--- config.mk ---
export PLATFORM = sky130hd
export DESIGN_NAME = vce_mul
export DESIGN_NICKNAME = d
export VERILOG_FILES = /design/src/hw/rtl/vce_pkg.sv /design/src/hw/rtl/vce_mul.sv
export SDC_FILE = /design/constraint.sdc
export NUM_CORES = 2
export LEC_CHECK = 0
export BUFFER_PORTS_ARGS = -buffer_cell sky130_fd_sc_hd__buf_2
export CAP_MARGIN = 20
export CORE_ASPECT_RATIO = 0.9
export CORE_MARGIN = 1.5
export CORE_UTILIZATION = 30
export CTS_CLUSTER_SIZE = 28
export DETAILED_ROUTE_END_ITERATION = 12
export GPL_TIMING_DRIVEN = 0
export SYNTH_ARGS = -nofsm -noshare
export SYNTH_HDL_FRONTEND = slang
export SYNTH_SLANG_ARGS = --single-unit
--- constraint.sdc ---
create_clock -name clk -period 18.25 [get_ports clk]
set_clock_uncertainty 0.05 [all_clocks]
set_input_delay 3.65 -clock clk [delete_from_list [all_inputs] [get_ports clk]]
set_output_delay 3.65 -clock clk [all_outputs]
set_load 0.02 [all_outputs]
--- src/hw/rtl/vce_pkg.sv ---
// Shared constants, types and helper functions of the video cadence estimator.
package vce_pkg;

  localparam int TIME_W    = 20;            // time fields in microseconds
  localparam int T_W       = 24;            // configuration registers
  localparam int ENTRY_W   = 8;             // pattern entry width
  localparam int MAX_LEN   = 5;             // longest cadence pattern
  localparam int LEN_W     = 3;             // pattern length 0..MAX_LEN
  localparam int HOLD_W    = 17;            // hysteresis hold counter
  localparam int K_W       = TIME_W + LEN_W; // numerator k of k/n
  localparam int DIV_W     = 48;            // divider operand width
  localparam int MUL_A_W   = 44;
  localparam int MUL_B_W   = 25;
  localparam int P_W       = MUL_A_W + MUL_B_W;
  localparam int ACC_W     = K_W + 7;       // signed expansion accumulators
  localparam int CFG_IDX_W = 2;
  localparam int IN_TDATA_W  = 80;
  localparam int OUT_TDATA_W = 48;

  localparam logic [T_W-1:0]    HYST_RESET = T_W'(100000);
  localparam logic [HOLD_W-1:0] HOLD_MAX   = {HOLD_W{1'b1}};
  localparam logic [ENTRY_W-1:0] ENTRY_MAX = {ENTRY_W{1'b1}};

  // Rate and error scale factors
  localparam int VAR_SCALE  = 100;
  localparam int VAR_SET    = 55;
  localparam int VAR_CLEAR  = 45;
  localparam int JUMP_SCALE = 10;
  localparam int ERR_SCALE  = 100;
  localparam int ERR_KEEP   = 99;

  // Configuration register indexes
  localparam logic [CFG_IDX_W-1:0] CFG_MIN_DRIFT = 2'd0;
  localparam logic [CFG_IDX_W-1:0] CFG_HYST      = 2'd1;

  typedef logic [MAX_LEN-1:0][ENTRY_W-1:0] pat_t;

  typedef enum logic [5:0] {
    S_IDLE, S_PRE, S_CDIV, S_CWAIT,
    S_NF, S_NFT, S_LO, S_LOD, S_LOW, S_HI, S_HID, S_HIW,
    S_KD, S_KW, S_KR, S_EN, S_E1, S_E2, S_E3, S_NEXT,
    S_FB1, S_FB2, S_FB3, S_FB4,
    S_QD, S_QW, S_QN, S_QN2, S_EXP,
    S_CMP, S_HOLD, S_HOLD2, S_DONE
  } vce_state_t;

  typedef struct packed {
    logic             start;
    logic [DIV_W-1:0] num;
    logic [DIV_W-1:0] den;
  } div_req_t;

  typedef struct packed {
    logic             busy;
    logic             done;
    logic [DIV_W-1:0] quot;
  } div_rsp_t;

  function automatic logic [P_W-1:0] abs_diff(input logic [P_W-1:0] a,
                                              input logic [P_W-1:0] b);
    return (a > b) ? a - b : b - a;
  endfunction

  function automatic logic [ENTRY_W-1:0] sat_entry(input logic [K_W:0] v);
    return (v > (K_W+1)'(ENTRY_MAX)) ? ENTRY_MAX : v[ENTRY_W-1:0];
  endfunction

endpackage

--- src/hw/rtl/vce_mul.sv ---
// Shared registered multiplier of the cadence estimator.
module vce_mul import vce_pkg::*; (
  input  logic               clk,
  input  logic [MUL_A_W-1:0] a,
  input  logic [MUL_B_W-1:0] b,
  output logic [P_W-1:0]     p
);

  // Register the product every cycle
  always_ff @(posedge clk) begin
    p <= P_W'(a) * P_W'(b);
  end

endmodule

* Word-level counts from Yosys, hierarchy flattened
Index checks and enable logic that the tools add are counted.
** Storage, ports and cells
- Output and inout bits :: 69
- Logic and storage cells :: 2
- Flip-flop bits (word level) :: 69
** Cells by class
- Multipliers :: 1
** Operator list (count)
- multiplier 44 x 25 -> 69 bit :: 1

* Longest topological paths before layout
- Depth in word-level cells :: 1
- Depth in mapped cells :: 28
- Gate-level depth less buffers :: 26

* Worst setup path before layout
Ideal clock, no wire load.
- Path type :: input -> register
- From :: input port b[4]
- To :: register p[61]
- Stages :: 26
- Slack :: 7.998 ns
- Data arrival time :: 10.080 ns
- Library setup time :: 0.123 ns
- Cell sequence :: clkbuf_1 clkbuf_1 nand2_1 fa_1 inv_1 fa_1 fa_1 inv_1 fa_1 inv_1 fa_1 fa_1 inv_1 fa_1 inv_1 ha_1 buf_6 a21o_1 a21o_1 a21o_1 or3_1 o21ai_2 o2111ai_2 a41o_1 a21bo_1 xor2_1
** On the way
- Longest elaborated chain between the ends :: 1
** Ends and longest elaborated chain
- from (decl) :: RTL line vce_mul.sv:5 : input logic [MUL_B_W-1:0] b,
- multiplier 44 x 25 -> 69 bit :: RTL line vce_mul.sv:11 : p <= P_W'(a) * P_W'(b);
- to (signal assigned) :: RTL line vce_mul.sv:11
- to (decl) :: RTL line vce_mul.sv:6 : output logic [P_W-1:0] p
Every way passes these cells.

* Worst setup path after layout
- From :: input port b[5]
- To :: register p[67]
Same word-level chain as after synthesis.

==> reports/results.ini <==
[timing]
max_freq_ghz=0.0796
fin_crit_sh=0.689
rsz0062_at_grt=no
setup_viol_count_final=0
setup-tns-final_ns=0
final-max-slew-violation-count=0
max-slew-margin-rel=0.187
hold_violations=0
worst_pin_slew_ns=1.22
period_minus_slack_ns=12.57

[placement]
dp_hpwl_mm=119
finalWeightedCongestion=1.01
io_buffers=123

[routing]
via_per_inst=4.89
ant_nets=0
finalWirelength_mm=140
top_layer=met5
drt-met1-wl_mm=57.6
vias=28200
wl_per_cell_microns=24.2
wl_met3_mm=17.1
firstDrtPassIters=5
routed-wl-met2_mm=59.3
drt_iter0_markers=2492
route.detailed.drc=0

[cells_and_area]
final_cell_mix=1007 x inv_1, 963 x fa_1, 745 x nand2_1
syn_to_final_growth_pct=8.47
largestRegisters=p: 69 flops
largest_register=p
final_nets=5407
layout-drive-gt1-share=0.0453
largest_reg_flops=69
final_common_cell=inv_1

[synth]
ys_types=71
ys_seq_elements=69
synth-seq-area-share=0.0384
synthesis.nets=5261
syn_inst=4024
synth_area_sq_um=35900
yosysWarnings=0
synth_area_per_cell_sq_um=8.93
synth_edf_count=0
synth_ff_type=dfxtp_1
postSynth.asyncResetShare=0

[clock_network]
cts.hold.buffers_added=0
cts_buffers=9
cts-root-buf=clkbuf_16
clock_path_buffers=2
cts_setup_buffers=0
cts_htree_levels=3
cts_tree=yes
clk_pin_slew_worst_paths_ns=0.07
cts_resized=0
clock-sinks=69

[worst_setup_path]
cp-end-kind=flop
critPathMaxFanout=10
start_kind=input port
cp.arrival_ns=12.80
critPathKind=in2reg
required_ns=18.49

[floorplan]
die_area_sq_um=122000
rows=120
die_x_microns=368
io_pins=139
dieHeight_microns=331
core_area_sq_um=119000
start_util=0.302

[grt]
grt_max_degree=12
grt-ovfl-total=0
grt_pass1_wl_mm=203
antenna_found_initial=18
grt_pass1_vias=29300
grtUsageTotal=0.230

[hold_path]
hold_path_class=in2reg

[run]
cap_violations=0

[outcome]
status=finished clean

-- final timing paths --
kind,start,endpoint,slack [ns],cells after the start
worst max-delay path,b[5],p[67],5.68,26
worst min-delay path,a[0],p[0],3.61,2
-- routing by layer --
metal	global-route usage	vias up
met2	0.338	1534
li1	-	11800
met5	0	-
met4	0.0827	10
met1	0.318	14700
met3	0.0720	228
-- layout make-up --
type / instances / area [sq um]
diodes: 7 / 17.5
plain buffers: 226 / 901
clock buffers: 10 / 239
clock inverters: 4 / 26.3
fillers: 12600 / 79900
inverters: 1008 / 3780
multi-input cells: 2721 / 29900
flip-flops and latches: 69 / 1380
well taps: 1586 / 1980
repair buffers: 135 / 777
-- cell usage after synthesis (3+ instances only) --
| cell type | count | share of area |
|---|---|---|
| inv_1 | 1007 | 0.11 |
| fa_1 | 963 | 0.54 |
| nand2_1 | 745 | 0.078 |
| and2_1 | 421 | 0.073 |
| clkbuf_1 | 214 | 0.022 |
| ha_1 | 204 | 0.071 |
| a21oi_1 | 69 | 0.0096 |
| dfxtp_1 | 69 | 0.038 |
| xnor2_1 | 37 | 0.0090 |
| o21ai_0 | 35 | 0.0049 |
| a21o_1 | 34 | 0.0071 |
| nor2_1 | 29 | 0.0030 |
| xor2_1 | 29 | 0.0071 |
| nand3_1 | 14 | 0.0019 |
| a31oi_1 | 13 | 0.0023 |
| nand4_1 | 11 | 0.0019 |
| o21bai_1 | 9 | 0.0019 |
| o21ai_1 | 8 | 0.0011 |
| o21a_1 | 7 | 0.0015 |
| nor2b_1 | 6 | 0.0010 |
| a211oi_1 | 5 | 0.0010 |
| and3_1 | 5 | 0.00087 |
| buf_2 | 5 | 0.00070 |
| nor3_1 | 5 | 0.00070 |
| o211ai_1 | 5 | 0.0010 |
| o31ai_1 | 5 | 0.0010 |
| a211o_1 | 4 | 0.00097 |
| a21oi_2 | 4 | 0.00097 |
| a221oi_1 | 4 | 0.00097 |
| a31oi_2 | 3 | 0.0010 |
| buf_6 | 3 | 0.00094 |
| nand2b_1 | 3 | 0.00052 |
-- worst max-delay path, stage by stage --
cell	delay, ns
clkbuf_1	0.65
clkbuf_1	0.92
nand2_1	0.19
fa_1	0.56
inv_1	0.05
fa_1	0.48
fa_1	0.56
inv_1	0.06
fa_1	0.50
inv_1	0.05
fa_1	0.48
fa_1	0.49
inv_1	0.05
fa_1	0.59
inv_1	0.07
ha_1	0.26
clkbuf_1	0.47
nand4_1	0.51
a21oi_1	0.32
a21oi_1	0.12
a31oi_2	0.72
a22oi_1	0.30
a21oi_1	0.23
o31ai_1	0.11
a31o_1	0.25
xnor2_1	0.13
-- per-stage QoR --
stage	hold WS (ns)	std cells	cell area [sq um]	util	setup WS, ns
5_1_grt	3.61	5764	39000	0.328	5.41
3_3_place_gp	3.99	5733	38500	0.324	5.15
6_report	3.61	5766	39000	0.328	5.68
4_1_cts	3.57	5756	38900	0.327	5.67
2_1_floorplan	3.73	4024	35900	-	8.00
3_5_place_dp	4.00	5742	38700	0.325	5.26
-- cells by family (layout without fill, tap and decap cells) --
group	after synthesis	count (layout)	share of synthesized area
adder cells (fa/ha/maj)	1167	1167	0.607
XOR/XNOR	66	66	0.0161
AND/OR/NAND/NOR	1255	1255	0.164
buffers and inverters	1234	1383	0.130
flip-flops	69	69	0.0384
other	0	7	0
AO/OA/AOI/OAI	233	233	0.0435
Power is not shown: default switching activity piles up to over one toggle a cycle in this logic, so the estimate is an artifact.
