## src/hw/rtl/vce_pkg.sv

```systemverilog
// Shared constants, types and helper functions of the video cadence estimator.
package vce_pkg;

  localparam int TIME_W    = 20;            // time fields in microseconds
  localparam int T_W       = 24;            // configuration registers
  localparam int ENTRY_W   = 8;             // pattern entry width
  localparam int MAX_LEN   = 5;             // longest cadence pattern
  localparam int LEN_W     = 3;             // pattern length 0..MAX_LEN
  localparam int HOLD_W    = 17;            // hysteresis hold counter
  localparam int K_W       = TIME_W + LEN_W; // numerator k of k/n
  localparam int DIV_W     = 48;            // divider operand width
  localparam int MUL_A_W   = 44;
  localparam int MUL_B_W   = 25;
  localparam int P_W       = MUL_A_W + MUL_B_W;
  localparam int ACC_W     = K_W + 7;       // signed expansion accumulators
  localparam int CFG_IDX_W = 2;
  localparam int IN_TDATA_W  = 80;
  localparam int OUT_TDATA_W = 48;

  localparam logic [T_W-1:0]    HYST_RESET = T_W'(100000);
  localparam logic [HOLD_W-1:0] HOLD_MAX   = {HOLD_W{1'b1}};
  localparam logic [ENTRY_W-1:0] ENTRY_MAX = {ENTRY_W{1'b1}};

  // Rate and error scale factors
  localparam int VAR_SCALE  = 100;
  localparam int VAR_SET    = 55;
  localparam int VAR_CLEAR  = 45;
  localparam int JUMP_SCALE = 10;
  localparam int ERR_SCALE  = 100;
  localparam int ERR_KEEP   = 99;

  // Configuration register indexes
  localparam logic [CFG_IDX_W-1:0] CFG_MIN_DRIFT = 2'd0;
  localparam logic [CFG_IDX_W-1:0] CFG_HYST      = 2'd1;

  typedef logic [MAX_LEN-1:0][ENTRY_W-1:0] pat_t;

  typedef enum logic [5:0] {
    S_IDLE, S_PRE, S_CDIV, S_CWAIT,
    S_NF, S_NFT, S_LO, S_LOD, S_LOW, S_HI, S_HID, S_HIW,
    S_KD, S_KW, S_KR, S_EN, S_E1, S_E2, S_E3, S_NEXT,
    S_FB1, S_FB2, S_FB3, S_FB4,
    S_QD, S_QW, S_QN, S_QN2, S_EXP,
    S_CMP, S_HOLD, S_HOLD2, S_DONE
  } vce_state_t;

  typedef struct packed {
    logic             start;
    logic [DIV_W-1:0] num;
    logic [DIV_W-1:0] den;
  } div_req_t;

  typedef struct packed {
    logic             busy;
    logic             done;
    logic [DIV_W-1:0] quot;
  } div_rsp_t;

  function automatic logic [P_W-1:0] abs_diff(input logic [P_W-1:0] a,
                                              input logic [P_W-1:0] b);
    return (a > b) ? a - b : b - a;
  endfunction

  function automatic logic [ENTRY_W-1:0] sat_entry(input logic [K_W:0] v);
    return (v > (K_W+1)'(ENTRY_MAX)) ? ENTRY_MAX : v[ENTRY_W-1:0];
  endfunction

endpackage

```

## src/hw/rtl/vce_div.sv

```systemverilog
// Restoring divider of the cadence estimator, one quotient bit per cycle.
module vce_div import vce_pkg::*; (
  input  logic     clk,
  input  logic     rst,
  input  div_req_t req,
  output div_rsp_t rsp
);

  localparam int CNT_W = $clog2(DIV_W + 1);

  logic             busy;
  logic             done;
  logic [CNT_W-1:0] cnt;
  logic [DIV_W-1:0] rem;
  logic [DIV_W-1:0] quo;
  logic [DIV_W-1:0] den;
  logic [DIV_W:0]   trial;
  logic             ge;

  // Shift in the next dividend bit and try the subtraction
  assign trial = {rem, quo[DIV_W-1]};
  assign ge    = trial >= {1'b0, den};

  // Control: busy flag, bit counter and done pulse
  always_ff @(posedge clk) begin
    if (rst) begin
      busy <= 1'b0;
      done <= 1'b0;
      cnt  <= '0;
    end else begin
      done <= 1'b0;
      if (req.start) begin
        busy <= 1'b1;
        cnt  <= CNT_W'(DIV_W);
      end else if (busy) begin
        cnt <= cnt - 1'b1;
        if (cnt == CNT_W'(1)) begin
          busy <= 1'b0;
          done <= 1'b1;
        end
      end
    end
  end

  // Datapath: partial remainder and quotient
  always_ff @(posedge clk) begin
    if (req.start) begin
      rem <= '0;
      quo <= req.num;
      den <= req.den;
    end else if (busy) begin
      rem <= ge ? DIV_W'(trial - {1'b0, den}) : trial[DIV_W-1:0];
      quo <= {quo[DIV_W-2:0], ge};
    end
  end

  assign rsp.busy = busy;
  assign rsp.done = done;
  assign rsp.quot = quo;

endmodule
```

## config.mk

```make
export PLATFORM = sky130hd
export DESIGN_NAME = vce_div
export DESIGN_NICKNAME = d
export VERILOG_FILES = /design/src/hw/rtl/vce_pkg.sv /design/src/hw/rtl/vce_div.sv
export SDC_FILE = /design/constraint.sdc
export NUM_CORES = 1
export LEC_CHECK = 0
export BUFFER_PORTS_ARGS = -buffer_cell sky130_fd_sc_hd__buf_2
export CORE_MARGIN = 2
export CORE_UTILIZATION = 57
export DETAILED_ROUTE_END_ITERATION = 8
export PLACE_DENSITY = 0.83
export SLEW_MARGIN = 20
export SYNTH_ARGS = -nofsm -noshare
export SYNTH_HDL_FRONTEND = slang
export SYNTH_SLANG_ARGS = --single-unit
```

## constraint.sdc

```tcl
create_clock -name clk -period 5 [get_ports clk]
set_clock_uncertainty 0.2 [all_clocks]
set_input_delay 0.25 -clock clk [delete_from_list [all_inputs] [get_ports clk]]
set_output_delay 0.25 -clock clk [all_outputs]
set_load 0.005 [all_outputs]
```

* After elaboration in Yosys (flattened, before gate mapping)
Cells that the tools add are included.
Widths: inputs -> output; s select.
** Storage, ports and cells
- Logic and storage cells :: 24
- Bits of input ports :: 99
- Bits in registers :: 152
- Output and inout bits :: 50
** Operators by class
- Equality and inequality tests :: 1
- $lt $le $gt $ge :: 1
- $add $sub $neg :: 2
- Reduce and logical (&&, ||, !) cells :: 3
- Multiplexer cells :: 9
- Bitwise logic cells :: 1
** Operators with widths (count)
- $mux 48 :: 3
- $ge 49x48->1 :: 1
- $sub 48x48->48 :: 1
- $mux 6 :: 2
- $eq 6x1->1 const B :: 1
- $sub 6x1->6 const B :: 1
- $mux 1 :: 4
- $reduce_or 3->1 :: 1
- $reduce_bool 2->1 :: 1
- $reduce_or 2->1 :: 1
- $not 1->1 :: 1

* Depth between registers and ports, before layout
- Depth in word-level cells :: 4
- Depth in mapped cells :: 14
- Mapped depth without buffers :: 13

* Worst setup path before layout
Ideal clock, no wire load.
- Path type :: register to register
- Start point :: register quo[47]
- End point :: register rem[46]
- Path slack :: 1.739 ns
- Cell stages (with the launch flop) :: 14
- Data arrival time :: 2.933 ns
- Clock period less this slack :: 3.261 ns
- Library setup time :: 0.129 ns
- Buffers on the path :: 0
- Data required time :: 4.671 ns
- Cells stage by stage :: edfxtp_1 > inv_1 > ha_1 > fa_1 > nor2b_1 > o31ai_1 > a21oi_1 > o31a_1 > a211o_1 > a41o_1 > o31a_1 > a221oi_1 > xor2_1 > o21ai_0
** On the way
- Cells in the longest elaborated chain, start to end :: 2
- Elaborated cells between the ends (all ways) :: 3
- Those cells by class :: add/sub (1); order compare (1); mux (1)
** RTL lines
- start, declared :: RTL line vce_div.sv:15 : logic [DIV_W-1:0] quo;
- start signal, assigned :: RTL line vce_div.sv:49 : quo <= req.num;
- start signal, assigned :: RTL line vce_div.sv:53 : quo <= {quo[DIV_W-2:0], ge};
- $sub 48x48->48 / $ge 49x48->1 (equally long branches) :: RTL line vce_div.sv:52, vce_div.sv:22
- $mux 48 (*) :: RTL line vce_div.sv:52 : rem <= ge ? DIV_W'(trial - {1'b0, den}) : trial[DIV_W-1:0];
- end signal, assigned :: RTL line vce_div.sv:52
- end, declared :: RTL line vce_div.sv:14 : logic [DIV_W-1:0] rem;
Mark *: on every way between the ends. The rest lies on a longest branch, timed or not.
A chain may end at the register's enable or synchronous reset.

* Final worst setup path
- Start point :: register den[9]
- End point :: register rem[47]
** On the way
- Cells in the longest elaborated chain, start to end :: 2
- Elaborated cells between the ends (all ways) :: 3
- Those cells by class :: add/sub (1); order compare (1); mux (1)
** RTL lines
- start, declared :: RTL line vce_div.sv:16 : logic [DIV_W-1:0] den;
- start signal, assigned :: RTL line vce_div.sv:50 : den <= req.den;
- $sub 48x48->48 / $ge 49x48->1 (equally long branches) :: RTL line vce_div.sv:52, vce_div.sv:22
- $mux 48 (*) :: RTL line vce_div.sv:52
Marks and branches as above.

==> impl_metrics.ini <==
[grt]
grt_usage_pct = 29.1
overflow = 0
grt_pass1_vias = 7529
grt_max_degree = 58
antenna_found_initial = 0
grt_pass1_wl_um = 37200

[clocking]
cts_max_path_buffers = 2
htree_levels = 4
cts_resized = 0
clock-sinks = 152
cts_setup_buffers = 0
ctsHoldBuffers = 97
path_clk_slew_ns = 0.07
clkLatencyLatePin_ns = 0.44
cts_inserted_buffers = 17
cts_root_buffer = clkbuf_16
cts_tree = built

[logic_synthesis]
synth.most_common_cell = edfxtp_1
syn_inst = 872
yosysWarnings = 0
synthFlopType = edfxtp_1
synth_fp_nets = 1022
syn_area_mm2 = 0.00873
ys_seq_elements = 152
synth.avg_cell_area_um2 = 10.0
synth_top_area_share_pct = 33.0
synthTopCellsByArea = edfxtp_1 (33%), dfxtp_1 (13%), ha_1 (7.2%), mux2_2 (6.2%), nand2_1 (3.9%)
synth.distinct_cells = 67
synth_area_leader_cell = edfxtp_1
synth_top_cells_by_count = edfxtp_1 (96), nand2_1 (91), inv_1 (61), nor2_1 (61), dfxtp_1 (56)
synth-edff-count = 96
seq_area_frac_synth_pct = 45.9
synthArstFlopShare_pct = 0

[floorplanning]
dieArea_mm2 = 0.0163
coreArea_mm2 = 0.0151
die_w_um = 128
num_rows = 45
die_h_um = 128
initial_core_util_pct = 57.8
io_pins = 149

[layout]
fin_cells = 1297
nets = 1246
drive_above_1_share_pct = 21.6
regArea_mm2 = 0.00401
multi_input_area_mm2 = 0.00430
fillers = 1060
diodes = 0
synthToLayoutAreaGrowth_pct = 26.7

[timing]
period_share_pct = 78.4
report.final.slew_viol_count = 0
worstMarginPinSlew_ns = 0.979
grt_setup_unrepaired = false
max_freq_mhz = 255
relSlewSlack_pct = 34.6
setup_viol = 0
final.setup.tns_ns = 0
hold_violations = 0
fin_crit_ns = 3.92

[worst_setup_path]
r2r_slack_ns = 1.08
worst-path-max-fanout = 37
cp-start-kind = flop
cp.arrival_ns = 4.08
timing.rr.start = den[9]
worstSetupEndpointType = flop
rr_endpoint = rem[47]
ff2ff_path_depth = 13
worstSetupPathType = flop to flop
worst-endpoint-required_ns = 5.17

[drt]
wl_per_cell_um = 17.7
firstDrtPassIters = 5
drt_iter0_markers = 682
drc = 0
vias = 7514
totalWireLength_um = 22900
viasPerCell = 5.79
drtAntennaViolNets = 0

[run_status]
status = complete, no violations

[pwr]
vdd_drop_max_mv = 0.272
powerDensity_mw_per_mm2 = 321
p_leak_nw = 4.84

[placed_design]
hpwl_um = 14900
io_buffers = 148
dpl.cell_count = 1168
place.gp.congestion = 0.928

[worst_hold_path]
hold_depth = 1
min_to = den[7]
min_from = req[96]
hold_class = primary input to flop

[run]
drv_cap = 0
[cells by family (layout without fill, tap and decap cells)]
family,count (synthesis),count (layout),synth area share (%)
simple gates,231,231,12.1
mux,65,65,8.14
xor+xnor,46,46,4.62
buf+inv,107,344,4.87
compound gates,220,220,17.0
fa+ha+maj,51,51,7.40
flops,152,152,45.9
[layout by cell type, fill, tap and decap left out, types with 44 or more instances in the layout]
cell and count:
buf_2 147, dlygate4sd3_1 97, edfxtp_1 96, nand2_1 91, nor2_1 61, inv_1 60
dfxtp_1 55, a21oi_1 52, ha_1 50, mux2_2 48, o21ai_0 44
[where the power goes]
group | total (mW) | switching, mW | leakage, nW | internal, mW
registers | 1.54 | 0.0773 | 1.41 | 1.46
clock network | 1.18 | 0.548 | 0.254 | 0.635
logic | 0.829 | 0.450 | 3.17 | 0.380
[per-layer routing]
metal	routed length, um	part of all wire, %	vias up	global-route usage (%)
met1	9780	43	3511	36.7
met4	667	2.9	0	11.7
li1	-	-	3633	-
met2	10800	47	310	47.7
met5	0	0	-	0
met3	1690	7.4	60	7.76
[worst max-delay path by stage]
stage             from  endpoint  cells after the start
6_report        den[9]   rem[47]                     13
5_1_grt         den[8]   rem[47]                     13
4_1_cts         den[8]   rem[47]                     13
3_5_place_dp    den[9]   rem[47]                     13
3_3_place_gp    den[7]   rem[47]                     13
2_1_floorplan  quo[47]   rem[46]                     13
[flip-flops by register name, summed over array words and instances (netlist names)]
register and cells:
cnt 6, busy 1, rem 48, den 48, done 1, quo 48
[metrics by stage]
| step | setup slack [ns] | area [um^2] | util (%) | power (mW) | hold slack (ns) |
|---|---|---|---|---|---|
| 6_report | 1.08 | 11100 | 73.3 | 3.55 | 0.142 |
| 5_1_grt | 0.895 | 11100 | 73.3 | 3.71 | 0.163 |
| 4_1_cts | 1.09 | 11100 | 73.3 | 3.54 | 0.140 |
| 3_5_place_dp | 1.15 | 9560 | 63.3 | 2.30 | 0.228 |
| 3_3_place_gp | 1.27 | 9560 | 63.3 | 2.29 | 0.228 |
| 2_1_floorplan | 1.74 | 8730 | - | 2.08 | 0.149 |
[worst max-delay path, cell delays in order, from the launching register on]
cell      delay [ns]
edfxtp_1        0.33
inv_1           0.04
ha_1            0.38
nand3_1         0.13
or4b_1          0.53
a31o_1          0.22
a21oi_2         0.22
and3b_1         0.22
o311ai_1        0.15
o211ai_4        0.36
buf_4           0.50
o21ai_0         0.14
a211o_1         0.30
a31oi_1         0.12
[final cells by class]
class                      instances  share of cell area [%]
inverter                          61                    2.07
tap                              188                    2.13
multi-input combinational        613                    38.9
sequential                       152                    36.2
clock buffer                      18                    3.88
clock inverter                    14                   0.883
timing repair buffer             251                    15.9
Power figures use the tool's default switching activity.
